--- src/hw/rtl/cto_pkg.sv ---
// Shared types, codes and sizes of the connection timeout table.
package cto_pkg;

   localparam int unsigned CONNECTIONS = 8;
   localparam int unsigned TIMER_TYPES = 4;
   localparam int unsigned SLOTS       = CONNECTIONS * TIMER_TYPES;
   localparam int unsigned CONN_W      = 3;
   localparam int unsigned TYPE_W      = 2;
   localparam int unsigned SLOT_W      = CONN_W + TYPE_W;
   localparam int unsigned NUM_REGS    = 4;
   localparam int unsigned DL_W        = 33;
   localparam logic [15:0] NOT_CONFIGURED = 16'hFFFF;
   localparam logic [15:0] REMAIN_MAX     = 16'hFFFF;

   typedef enum logic [2:0] {
      FUNC_RESET      = 3'd0,
      FUNC_CANCEL     = 3'd1,
      FUNC_CANCEL_ALL = 3'd2,
      FUNC_CHECK      = 3'd3,
      FUNC_NEAREST    = 3'd4
   } func_type;

   typedef enum logic [1:0] {
      KIND_ACK     = 2'd0,
      KIND_EVENT   = 2'd1,
      KIND_DONE    = 2'd2,
      KIND_NEAREST = 2'd3
   } kind_type;

   typedef struct packed {
      logic     load;
      logic     arm;
      logic     cancel;
      logic     cancel_all;
      logic     scan_start;
      logic     mode_nearest;
      logic     type_clear;
      logic     type_next;
      logic     clear_best;
      logic     emit;
      kind_type kind;
   } cmd_type;

   typedef struct packed {
      logic [2:0] func;
      logic       scan_done;
      logic       found;
      logic       last_type;
      logic       out_free;
   } status_type;

endpackage

--- src/hw/rtl/connection_timeout_table.sv ---
// Top level of the connection timeout table: register port, controller and datapath.
//
//  channel  ports          contents
//  req      req_t*         word: func, conn, timer_type, now_ms
//  rsp      rsp_t*         word: event_conn, event_type, remaining_ms; tuser kind; tlast last
//  csr      csr_p*         expiry lengths of the four timer types
//
// Reset, cancel and cancel all go straight from decode to the acknowledgement. For nearest,
// the deadline memory has one read port, so the scan reads one entry a cycle over all 32
// entries. Check makes a pass over one type's 8 entries, one pass per type plus one more per
// event. Reset is synchronous; no clearing pass runs. A stalled rsp holds the controller at
// its next result; req is taken only between items.
module connection_timeout_table (
   input  logic        clock,
   input  logic        reset,
   input  logic        req_tvalid,
   output logic        req_tready,
   input  logic [39:0] req_tdata,   // func[2:0], conn[5:3], timer_type[7:6], now_ms[39:8]
   output logic        rsp_tvalid,
   input  logic        rsp_tready,
   output logic [23:0] rsp_tdata,   // event_conn[2:0], event_type[4:3], remaining_ms[20:5]
   output logic [1:0]  rsp_tuser,   // kind[1:0]
   output logic        rsp_tlast,
   input  logic        csr_psel,
   input  logic        csr_penable,
   input  logic        csr_pwrite,
   input  logic [3:0]  csr_paddr,
   input  logic [31:0] csr_pwdata,
   output logic [31:0] csr_prdata,
   output logic        csr_pready
);

   logic [cto_pkg::NUM_REGS-1:0][15:0] expiry_ff;
   cto_pkg::cmd_type                   cmd;
   cto_pkg::status_type                status;

   assign csr_pready = 1'b1;
   assign csr_prdata = {16'd0, expiry_ff[csr_paddr[3:2]]};

   always_ff @(posedge clock) begin
      if (reset) begin
         expiry_ff <= {cto_pkg::NUM_REGS{cto_pkg::NOT_CONFIGURED}};
      end else if (csr_psel && csr_penable && csr_pwrite) begin
         expiry_ff[csr_paddr[3:2]] <= csr_pwdata[15:0];
      end
   end

   cto_ctrl u_ctrl (
      .clock      (clock),
      .reset      (reset),
      .req_tvalid (req_tvalid),
      .req_tready (req_tready),
      .status     (status),
      .cmd        (cmd)
   );

   cto_datapath u_datapath (
      .clock      (clock),
      .reset      (reset),
      .req_tdata  (req_tdata),
      .expiry     (expiry_ff),
      .cmd        (cmd),
      .status     (status),
      .rsp_tvalid (rsp_tvalid),
      .rsp_tready (rsp_tready),
      .rsp_tdata  (rsp_tdata),
      .rsp_tuser  (rsp_tuser),
      .rsp_tlast  (rsp_tlast)
   );

endmodule

--- src/hw/rtl/cto_ctrl.sv ---
// Controller state machine of the connection timeout table.
module cto_ctrl (
   input  logic               clock,
   input  logic               reset,
   input  logic               req_tvalid,
   output logic               req_tready,
   input  cto_pkg::status_type status,
   output cto_pkg::cmd_type    cmd
);

   typedef enum logic [2:0] {
      ST_IDLE, ST_DECODE, ST_ACK, ST_CSCAN, ST_CEMIT, ST_CDONE, ST_NSCAN, ST_NEMIT
   } state_type;

   state_type state_ff, state_in;

   always_ff @(posedge clock) begin
      if (reset) begin
         state_ff <= ST_IDLE;
      end else begin
         state_ff <= state_in;
      end
   end

   assign req_tready = (state_ff == ST_IDLE);

   always_comb begin
      state_in = state_ff;
      cmd      = '0;
      cmd.kind = cto_pkg::KIND_ACK;
      case (state_ff)
         ST_IDLE: begin
            if (req_tvalid) begin
               cmd.load = 1'b1;
               state_in = ST_DECODE;
            end
         end
         ST_DECODE: begin
            case (status.func)
               cto_pkg::FUNC_RESET: begin
                  cmd.arm  = 1'b1;
                  state_in = ST_ACK;
               end
               cto_pkg::FUNC_CANCEL: begin
                  cmd.cancel = 1'b1;
                  state_in   = ST_ACK;
               end
               cto_pkg::FUNC_CANCEL_ALL: begin
                  cmd.cancel_all = 1'b1;
                  state_in       = ST_ACK;
               end
               cto_pkg::FUNC_CHECK: begin
                  cmd.type_clear = 1'b1;
                  cmd.scan_start = 1'b1;
                  state_in       = ST_CSCAN;
               end
               cto_pkg::FUNC_NEAREST: begin
                  cmd.scan_start   = 1'b1;
                  cmd.mode_nearest = 1'b1;
                  state_in         = ST_NSCAN;
               end
               default: state_in = ST_ACK;
            endcase
         end
         ST_ACK: begin
            if (status.out_free) begin
               cmd.emit = 1'b1;
               cmd.kind = cto_pkg::KIND_ACK;
               state_in = ST_IDLE;
            end
         end
         ST_CSCAN: begin
            if (status.scan_done) begin
               if (status.found) begin
                  state_in = ST_CEMIT;
               end else if (status.last_type) begin
                  state_in = ST_CDONE;
               end else begin
                  cmd.type_next  = 1'b1;
                  cmd.scan_start = 1'b1;
               end
            end
         end
         ST_CEMIT: begin
            if (status.out_free) begin
               cmd.emit       = 1'b1;
               cmd.kind       = cto_pkg::KIND_EVENT;
               cmd.clear_best = 1'b1;
               cmd.scan_start = 1'b1;
               state_in       = ST_CSCAN;
            end
         end
         ST_CDONE: begin
            if (status.out_free) begin
               cmd.emit = 1'b1;
               cmd.kind = cto_pkg::KIND_DONE;
               state_in = ST_IDLE;
            end
         end
         ST_NSCAN: begin
            if (status.scan_done) begin
               state_in = ST_NEMIT;
            end
         end
         ST_NEMIT: begin
            if (status.out_free) begin
               cmd.emit = 1'b1;
               cmd.kind = cto_pkg::KIND_NEAREST;
               state_in = ST_IDLE;
            end
         end
         default: state_in = ST_IDLE;
      endcase
   end

endmodule

--- src/hw/rtl/cto_datapath.sv ---
// Datapath of the connection timeout table: deadline memory, armed flags, scan, result word.
module cto_datapath (
   input  logic                                   clock,
   input  logic                                   reset,
   input  logic [39:0]                            req_tdata,
   input  logic [cto_pkg::NUM_REGS-1:0][15:0]     expiry,
   input  cto_pkg::cmd_type                       cmd,
   output cto_pkg::status_type                    status,
   output logic                                   rsp_tvalid,
   input  logic                                   rsp_tready,
   output logic [23:0]                            rsp_tdata,
   output logic [1:0]                             rsp_tuser,
   output logic                                   rsp_tlast
);

   logic [2:0]                  func_ff;
   logic [cto_pkg::CONN_W-1:0]  conn_ff;
   logic [cto_pkg::TYPE_W-1:0]  type_ff;
   logic [31:0]                 now_ff;

   logic [cto_pkg::DL_W-1:0]    deadline [cto_pkg::SLOTS];
   logic [cto_pkg::DL_W-1:0]    rd_data_ff;
   logic [cto_pkg::SLOTS-1:0]   armed_ff;
   logic [cto_pkg::SLOTS-1:0]   armed_in;

   logic                        mode_nearest_ff;
   logic                        scan_go_ff;
   logic [cto_pkg::SLOT_W-1:0]  idx_ff;
   logic [cto_pkg::TYPE_W-1:0]  typ_ff;
   logic                        cmp_valid_ff;
   logic                        cmp_last_ff;
   logic [cto_pkg::SLOT_W-1:0]  cmp_slot_ff;
   logic                        done_ff;
   logic                        found_ff;
   logic [cto_pkg::DL_W-1:0]    best_dl_ff;
   logic [cto_pkg::CONN_W-1:0]  best_conn_ff;
   logic [15:0]                 best_rem_ff;

   logic                        rsp_valid_ff;
   logic [23:0]                 rsp_data_ff;
   logic [1:0]                  rsp_user_ff;
   logic                        rsp_last_ff;

   logic [cto_pkg::SLOT_W-1:0]  rd_addr;
   logic                        scan_last;
   logic [cto_pkg::DL_W-1:0]    now_ext;
   logic [cto_pkg::DL_W-1:0]    diff;
   logic [15:0]                 rem;
   logic                        cmp_armed;
   logic                        out_free;
   logic [15:0]                 exp_sel;

   assign now_ext   = {1'b0, now_ff};
   assign rd_addr   = mode_nearest_ff ? idx_ff : {idx_ff[cto_pkg::CONN_W-1:0], typ_ff};
   assign scan_last = mode_nearest_ff ? (idx_ff == cto_pkg::SLOT_W'(cto_pkg::SLOTS - 1))
                                      : (idx_ff == cto_pkg::SLOT_W'(cto_pkg::CONNECTIONS - 1));
   assign diff      = rd_data_ff - now_ext;
   assign rem       = (rd_data_ff <= now_ext) ? 16'd0 :
                      (diff > cto_pkg::DL_W'(cto_pkg::REMAIN_MAX)) ? cto_pkg::REMAIN_MAX :
                      diff[15:0];
   assign cmp_armed = armed_ff[cmp_slot_ff];
   assign out_free  = !rsp_valid_ff || rsp_tready;
   assign exp_sel   = expiry[type_ff];

   // hold the accepted word
   always_ff @(posedge clock) begin
      if (cmd.load) begin
         func_ff <= req_tdata[2:0];
         conn_ff <= req_tdata[5:3];
         type_ff <= req_tdata[7:6];
         now_ff  <= req_tdata[39:8];
      end
   end

   always_ff @(posedge clock) begin
      if (cmd.arm && exp_sel != cto_pkg::NOT_CONFIGURED) begin
         deadline[{conn_ff, type_ff}] <= now_ext + cto_pkg::DL_W'(exp_sel);
      end
      rd_data_ff <= deadline[rd_addr];
   end

   always_comb begin
      armed_in = armed_ff;
      if (cmd.arm && exp_sel != cto_pkg::NOT_CONFIGURED) begin
         armed_in[{conn_ff, type_ff}] = 1'b1;
      end
      if (cmd.cancel) begin
         armed_in[{conn_ff, type_ff}] = 1'b0;
      end
      if (cmd.cancel_all) begin
         for (int t = 0; t < cto_pkg::TIMER_TYPES; t++) begin
            armed_in[{conn_ff, cto_pkg::TYPE_W'(t)}] = 1'b0;
         end
      end
      if (cmd.clear_best) begin
         armed_in[{best_conn_ff, typ_ff}] = 1'b0;
      end
   end

   always_ff @(posedge clock) begin
      if (reset) begin
         armed_ff <= '0;
      end else begin
         armed_ff <= armed_in;
      end
   end

   // advance the scan, one entry a cycle, compare each entry in the cycle after its read
   always_ff @(posedge clock) begin
      if (reset) begin
         scan_go_ff   <= 1'b0;
         cmp_valid_ff <= 1'b0;
         done_ff      <= 1'b0;
      end else begin
         cmp_valid_ff <= scan_go_ff;
         done_ff      <= cmp_valid_ff && cmp_last_ff;
         if (cmd.scan_start) begin
            scan_go_ff <= 1'b1;
         end else if (scan_go_ff && scan_last) begin
            scan_go_ff <= 1'b0;
         end
      end
   end

   always_ff @(posedge clock) begin
      cmp_slot_ff <= rd_addr;
      cmp_last_ff <= scan_last;
      if (cmd.type_clear) begin
         typ_ff <= '0;
      end else if (cmd.type_next) begin
         typ_ff <= typ_ff + 1'b1;
      end
      if (cmd.scan_start) begin
         idx_ff          <= '0;
         mode_nearest_ff <= cmd.mode_nearest;
         found_ff        <= 1'b0;
         best_rem_ff     <= cto_pkg::REMAIN_MAX;
      end else begin
         if (scan_go_ff && !scan_last) begin
            idx_ff <= idx_ff + 1'b1;
         end
         if (cmp_valid_ff && cmp_armed) begin
            if (mode_nearest_ff) begin
               if (rem < best_rem_ff) begin
                  best_rem_ff <= rem;
               end
            end else if (rd_data_ff <= now_ext && (!found_ff || rd_data_ff < best_dl_ff)) begin
               found_ff     <= 1'b1;
               best_dl_ff   <= rd_data_ff;
               best_conn_ff <= cmp_slot_ff[cto_pkg::SLOT_W-1:cto_pkg::TYPE_W];
            end
         end
      end
   end

   always_ff @(posedge clock) begin
      if (reset) begin
         rsp_valid_ff <= 1'b0;
      end else if (cmd.emit) begin
         rsp_valid_ff <= 1'b1;
      end else if (rsp_tready) begin
         rsp_valid_ff <= 1'b0;
      end
   end

   always_ff @(posedge clock) begin
      if (cmd.emit) begin
         rsp_user_ff <= cmd.kind;
         rsp_last_ff <= (cmd.kind != cto_pkg::KIND_EVENT);
         case (cmd.kind)
            cto_pkg::KIND_EVENT:   rsp_data_ff <= {19'd0, typ_ff, best_conn_ff};
            cto_pkg::KIND_NEAREST: rsp_data_ff <= {3'd0, best_rem_ff, 5'd0};
            default:               rsp_data_ff <= '0;
         endcase
      end
   end

   assign rsp_tvalid = rsp_valid_ff;
   assign rsp_tdata  = rsp_data_ff;
   assign rsp_tuser  = rsp_user_ff;
   assign rsp_tlast  = rsp_last_ff;

   assign status.func      = func_ff;
   assign status.scan_done = done_ff;
   assign status.found     = found_ff;
   assign status.last_type = (typ_ff == cto_pkg::TYPE_W'(cto_pkg::TIMER_TYPES - 1));
   assign status.out_free  = out_free;

endmodule

--- config.mk ---
export PLATFORM = sky130hd
export DESIGN_NAME = connection_timeout_table
export DESIGN_NICKNAME = d
export VERILOG_FILES = /design/src/hw/rtl/cto_pkg.sv /design/src/hw/rtl/connection_timeout_table.sv /design/src/hw/rtl/cto_ctrl.sv /design/src/hw/rtl/cto_datapath.sv
export SDC_FILE = /design/constraint.sdc
export NUM_CORES = 2
export LEC_CHECK = 0
export BUFFER_PORTS_ARGS = -buffer_cell sky130_fd_sc_hd__buf_4
export CAP_MARGIN = 20
export CELL_PAD_IN_SITES_DETAIL_PLACEMENT = 1
export CELL_PAD_IN_SITES_GLOBAL_PLACEMENT = 1
export CORE_UTILIZATION = 55
export CTS_BUF_LIST = sky130_fd_sc_hd__clkbuf_8 sky130_fd_sc_hd__clkbuf_16
export DETAILED_ROUTE_END_ITERATION = 6
export PLACE_DENSITY_LB_ADDON = 0.1
export SYNTH_ARGS = -nofsm -noshare
export SYNTH_HDL_FRONTEND = slang
export SYNTH_SLANG_ARGS = --single-unit
export TNS_END_PERCENT = 10
--- constraint.sdc ---
create_clock -name clock -period 8.6 [get_ports clock]
set_clock_uncertainty 0.15 [all_clocks]
set_input_delay 2.15 -clock clock [delete_from_list [all_inputs] [get_ports clock]]
set_output_delay 2.15 -clock clock [all_outputs]
set_load 0.03 [all_outputs]
==> run metrics <==
Post-Syn Area 56840 um^2; top-count cell post-synth nand2_1; Fillers 10030; most frequent CP cell nor2_1; CP Max Fanout 15; largest net degree at the start of global routing 143; flops & latches, synth 1323; H-tree levels 4; chip height 323.5 um; setup repair bufs after CTS 0; status finished, final reports clean; vias per cell 6.440; post-synth top area share 0.6112; Worst path top cell family by delay simple AND/OR/NAND/NOR gates; antenna-violating nets left 0; Post-Synth Adder-Cell Area 0.02272; Post-route DRC 0; placed wire-length estimate 100.8 mm; maxcap violations 0; Worst-path clk slew 0.06 ns; Synth async-reset ratio 0; CP peak stage delay 0.75 ns; chip width 323.5 um; WP buf/inv 1; post-synthesis sequential area ratio 0.6697; mux cell area share after synthesis 0.01787; 1st-iter DRT viols 4329; CTS root buf clkbuf_16; routed vias 39970; Relative slew margins 0.2218; I/O Buffers 106; first-pass GRT wire length 261.7 mm; Critical Path RT 9.03 ns; Tot GR Track Use 0.3423; P per Cell Area 321.3 nW/um^2; FMAX 147.5 MHz; final setup fails 0; main combinational cell family by area after synthesis simple AND/OR/NAND/NOR gates; Setup crit end kind flip-flop; Slew Viols, Final 0; GRT overflow 0; Main synth FF type edfxtp_1; most frequent cells after synthesis nand2_1, edfxtp_1, nand3_1, clkbuf_1, dfxtp_1; Worst setup SP type flip-flop; DRT Pass-1 Iters 6; Syn Area/Cell 12.10 um^2; total CTS buffers 139; Final Hold Viols 0; top cells by area, synth edfxtp_1, nand2_1, dfxtp_1; Initial Util 0.5563; Final TNS setup 0 ns; Min-Delay Path Class reg2reg; vias in the first global route 41500; worst-skew pair later-pin latency 0.77 ns; cts repair resizes 0; Cell variety after synth 92; initial antenna violation count 7; number of enable flip-flop cells after synthesis 1157; flop-to-flop setup slack 1.82 ns; drt total wl 179.4 mm; RSZ-0062 raised after global routing no; I/O pin cnt 145; Arr. time, crit path 7.21 ns; worst slew pin tran 1.165 ns; Final period util 0.7884; Lkg Pwr 0.02320 uW; Syn. warnings 0; crit path kind reg2reg; Cell Rows 117; Tot Pwr 20480 uW; GP Congestion 0.8789; CTS tree yes; Yosys top cell by area edfxtp_1; critical-path cell list inv_1 -> ha_1 -> nor2b_1 -> o31a_2 -> o211ai_2 -> and2_1 -> o41ai_2 -> mux2i_1 -> nand4_1 -> nor3_1 -> nand3b_1 -> nor2_1 -> nor2_1 -> ha_1 -> nand4_1 -> or2_2 -> a21oi_1 -> a2111oi_0 -> nand2_1 -> nor2_1 -> and3_2 -> nand2_1 -> o21ai_2 -> o32ai_1; Synth Area in Simple Gates 0.1705; hold_buf cts 0; Final nets 4919; clock sinks 1323; Syn Inst Count 4696; area fraction in compound gates after synthesis 0.07840; core footprint 102200 um^2; Final Critical Period 6.780 ns; DR WL/cell 28.90 um; fraction of layout cells with a size suffix above 1 0.1153; CTS Buffer Depth 3; slowest CP cell o21ai_2; worst vdd ir 0.0003029 V; ant diodes 0; XOR/XNOR Fraction of Synth Area 0.008783; Layout area overhead 12.17%; die area 104600 um^2
==> worst register-to-register path, cell delays in order, from the launching register on <==
cell and delay [ns]:
edfxtp_1 0.45, inv_1 0.14, ha_1 0.37, nor2b_1 0.20, o31a_2 0.24, o211ai_2 0.12, and2_1 0.27, o41ai_2 0.57
mux2i_1 0.25, nand4_1 0.14, nor3_1 0.25, nand3b_1 0.45, nor2_1 0.24, nor2_1 0.06, ha_1 0.36, nand4_1 0.11
or2_2 0.17, a21oi_1 0.06, a2111oi_0 0.35, nand2_1 0.13, nor2_1 0.18, and3_2 0.26, nand2_1 0.08, o21ai_2 0.75
o32ai_1 0.25
==> metrics by stage <==
stage	cells	worst slack [ns]	cell area, um^2	hold WS, ns	utilization
global route	6206	1.390	63760	0.3364	0.6240
global placement	5954	2.146	59400	0.2832	0.5813
finish	6206	1.820	63760	0.3106	0.6240
floorplan	4714	2.096	56910	0.2524	-
CTS	6202	1.955	63700	0.3048	0.6234
detailed placement	5957	2.051	59440	0.2971	0.5817
==> layout make-up <==
| cell class | count | area [um^2] | share of cell area |
|---|---|---|---|
| clock inverters | 98 | 638.1 | 0.01001 |
| inverters | 107 | 417.9 | 0.006554 |
| flip-flops and latches | 1323 | 38070 | 0.5970 |
| repair buffers | 202 | 1665 | 0.02612 |
| well taps | 1368 | 1712 | 0.02684 |
| multi-input cells | 2961 | 17640 | 0.2766 |
| clock buffers | 147 | 3622 | 0.05681 |
==> path summary, 6_finish.rpt <==
check | from | cells past startpoint | end
max | u_datapath.now_ff[1] | 24 | u_datapath.best_rem_ff[2]
min | u_datapath.cmp_last_ff | 2 | u_datapath.done_ff
max reg2reg | u_datapath.now_ff[1] | 24 | u_datapath.best_rem_ff[2]
min reg2reg | u_datapath.cmp_last_ff | 2 | u_datapath.done_ff
==> where the power goes <==
group	switching, uW	internal (uW)
Clock	2540	3170
Combinational	4660	1900
Sequential	275	7930
Total	7480	13000
==> state kept, by name, summed over array words and instances (netlist names), 16 cells and up <==
name and count:
u_datapath.rd_data_ff 33, u_datapath.best_dl_ff 33, expiry_ff 64, u_datapath.armed_ff 32
u_datapath.best_rem_ff 16, u_datapath.deadline 1056, u_datapath.rsp_tdata 21, u_datapath.now_ff 32
==> kinds of logic (layout without fill, tap and decap cells) <==
group | count (synthesis) | count (layout)
other | 2 | 20
flip-flops | 1323 | 1323
adder cells (fa/ha/maj) | 102 | 102
buffers and inverters | 430 | 554
AND/OR/NAND/NOR | 2165 | 2165
XOR/XNOR | 57 | 57
AO/OA/AOI/OAI | 567 | 567
multiplexers | 50 | 50
==> routing by layer <==
metal,share of wire,vias up,GRT usage
met3,0.071,421,0.05723
met5,0.00032,-,0
met4,0.045,8,0.1578
li1,-,17310,-
met1,0.40,20520,0.4421
met2,0.49,1707,0.5671
==> cell usage in the layout, fill, tap and decap left out, types with 20 or more instances in the layout <==
cell type	count
nand2_1	1188
edfxtp_1	1157
nand3_1	548
buf_4	188
dfxtp_1	166
a311oi_1	165
clkbuf_16	142
inv_1	133
ha_1	100
and3_1	93
a21oi_1	87
nor2_1	78
nor2b_1	55
a21o_1	54
o21ai_0	43
mux4_2	41
a31oi_1	39
nand3b_1	38
a211o_1	34
nor2_4	32
nand4_1	30
o211a_1	30
clkinv_1	30
a32oi_1	24
nor3_1	23
xnor2_2	23
clkinv_2	20
conb_1	20
Power figures use the tool's default switching activity.
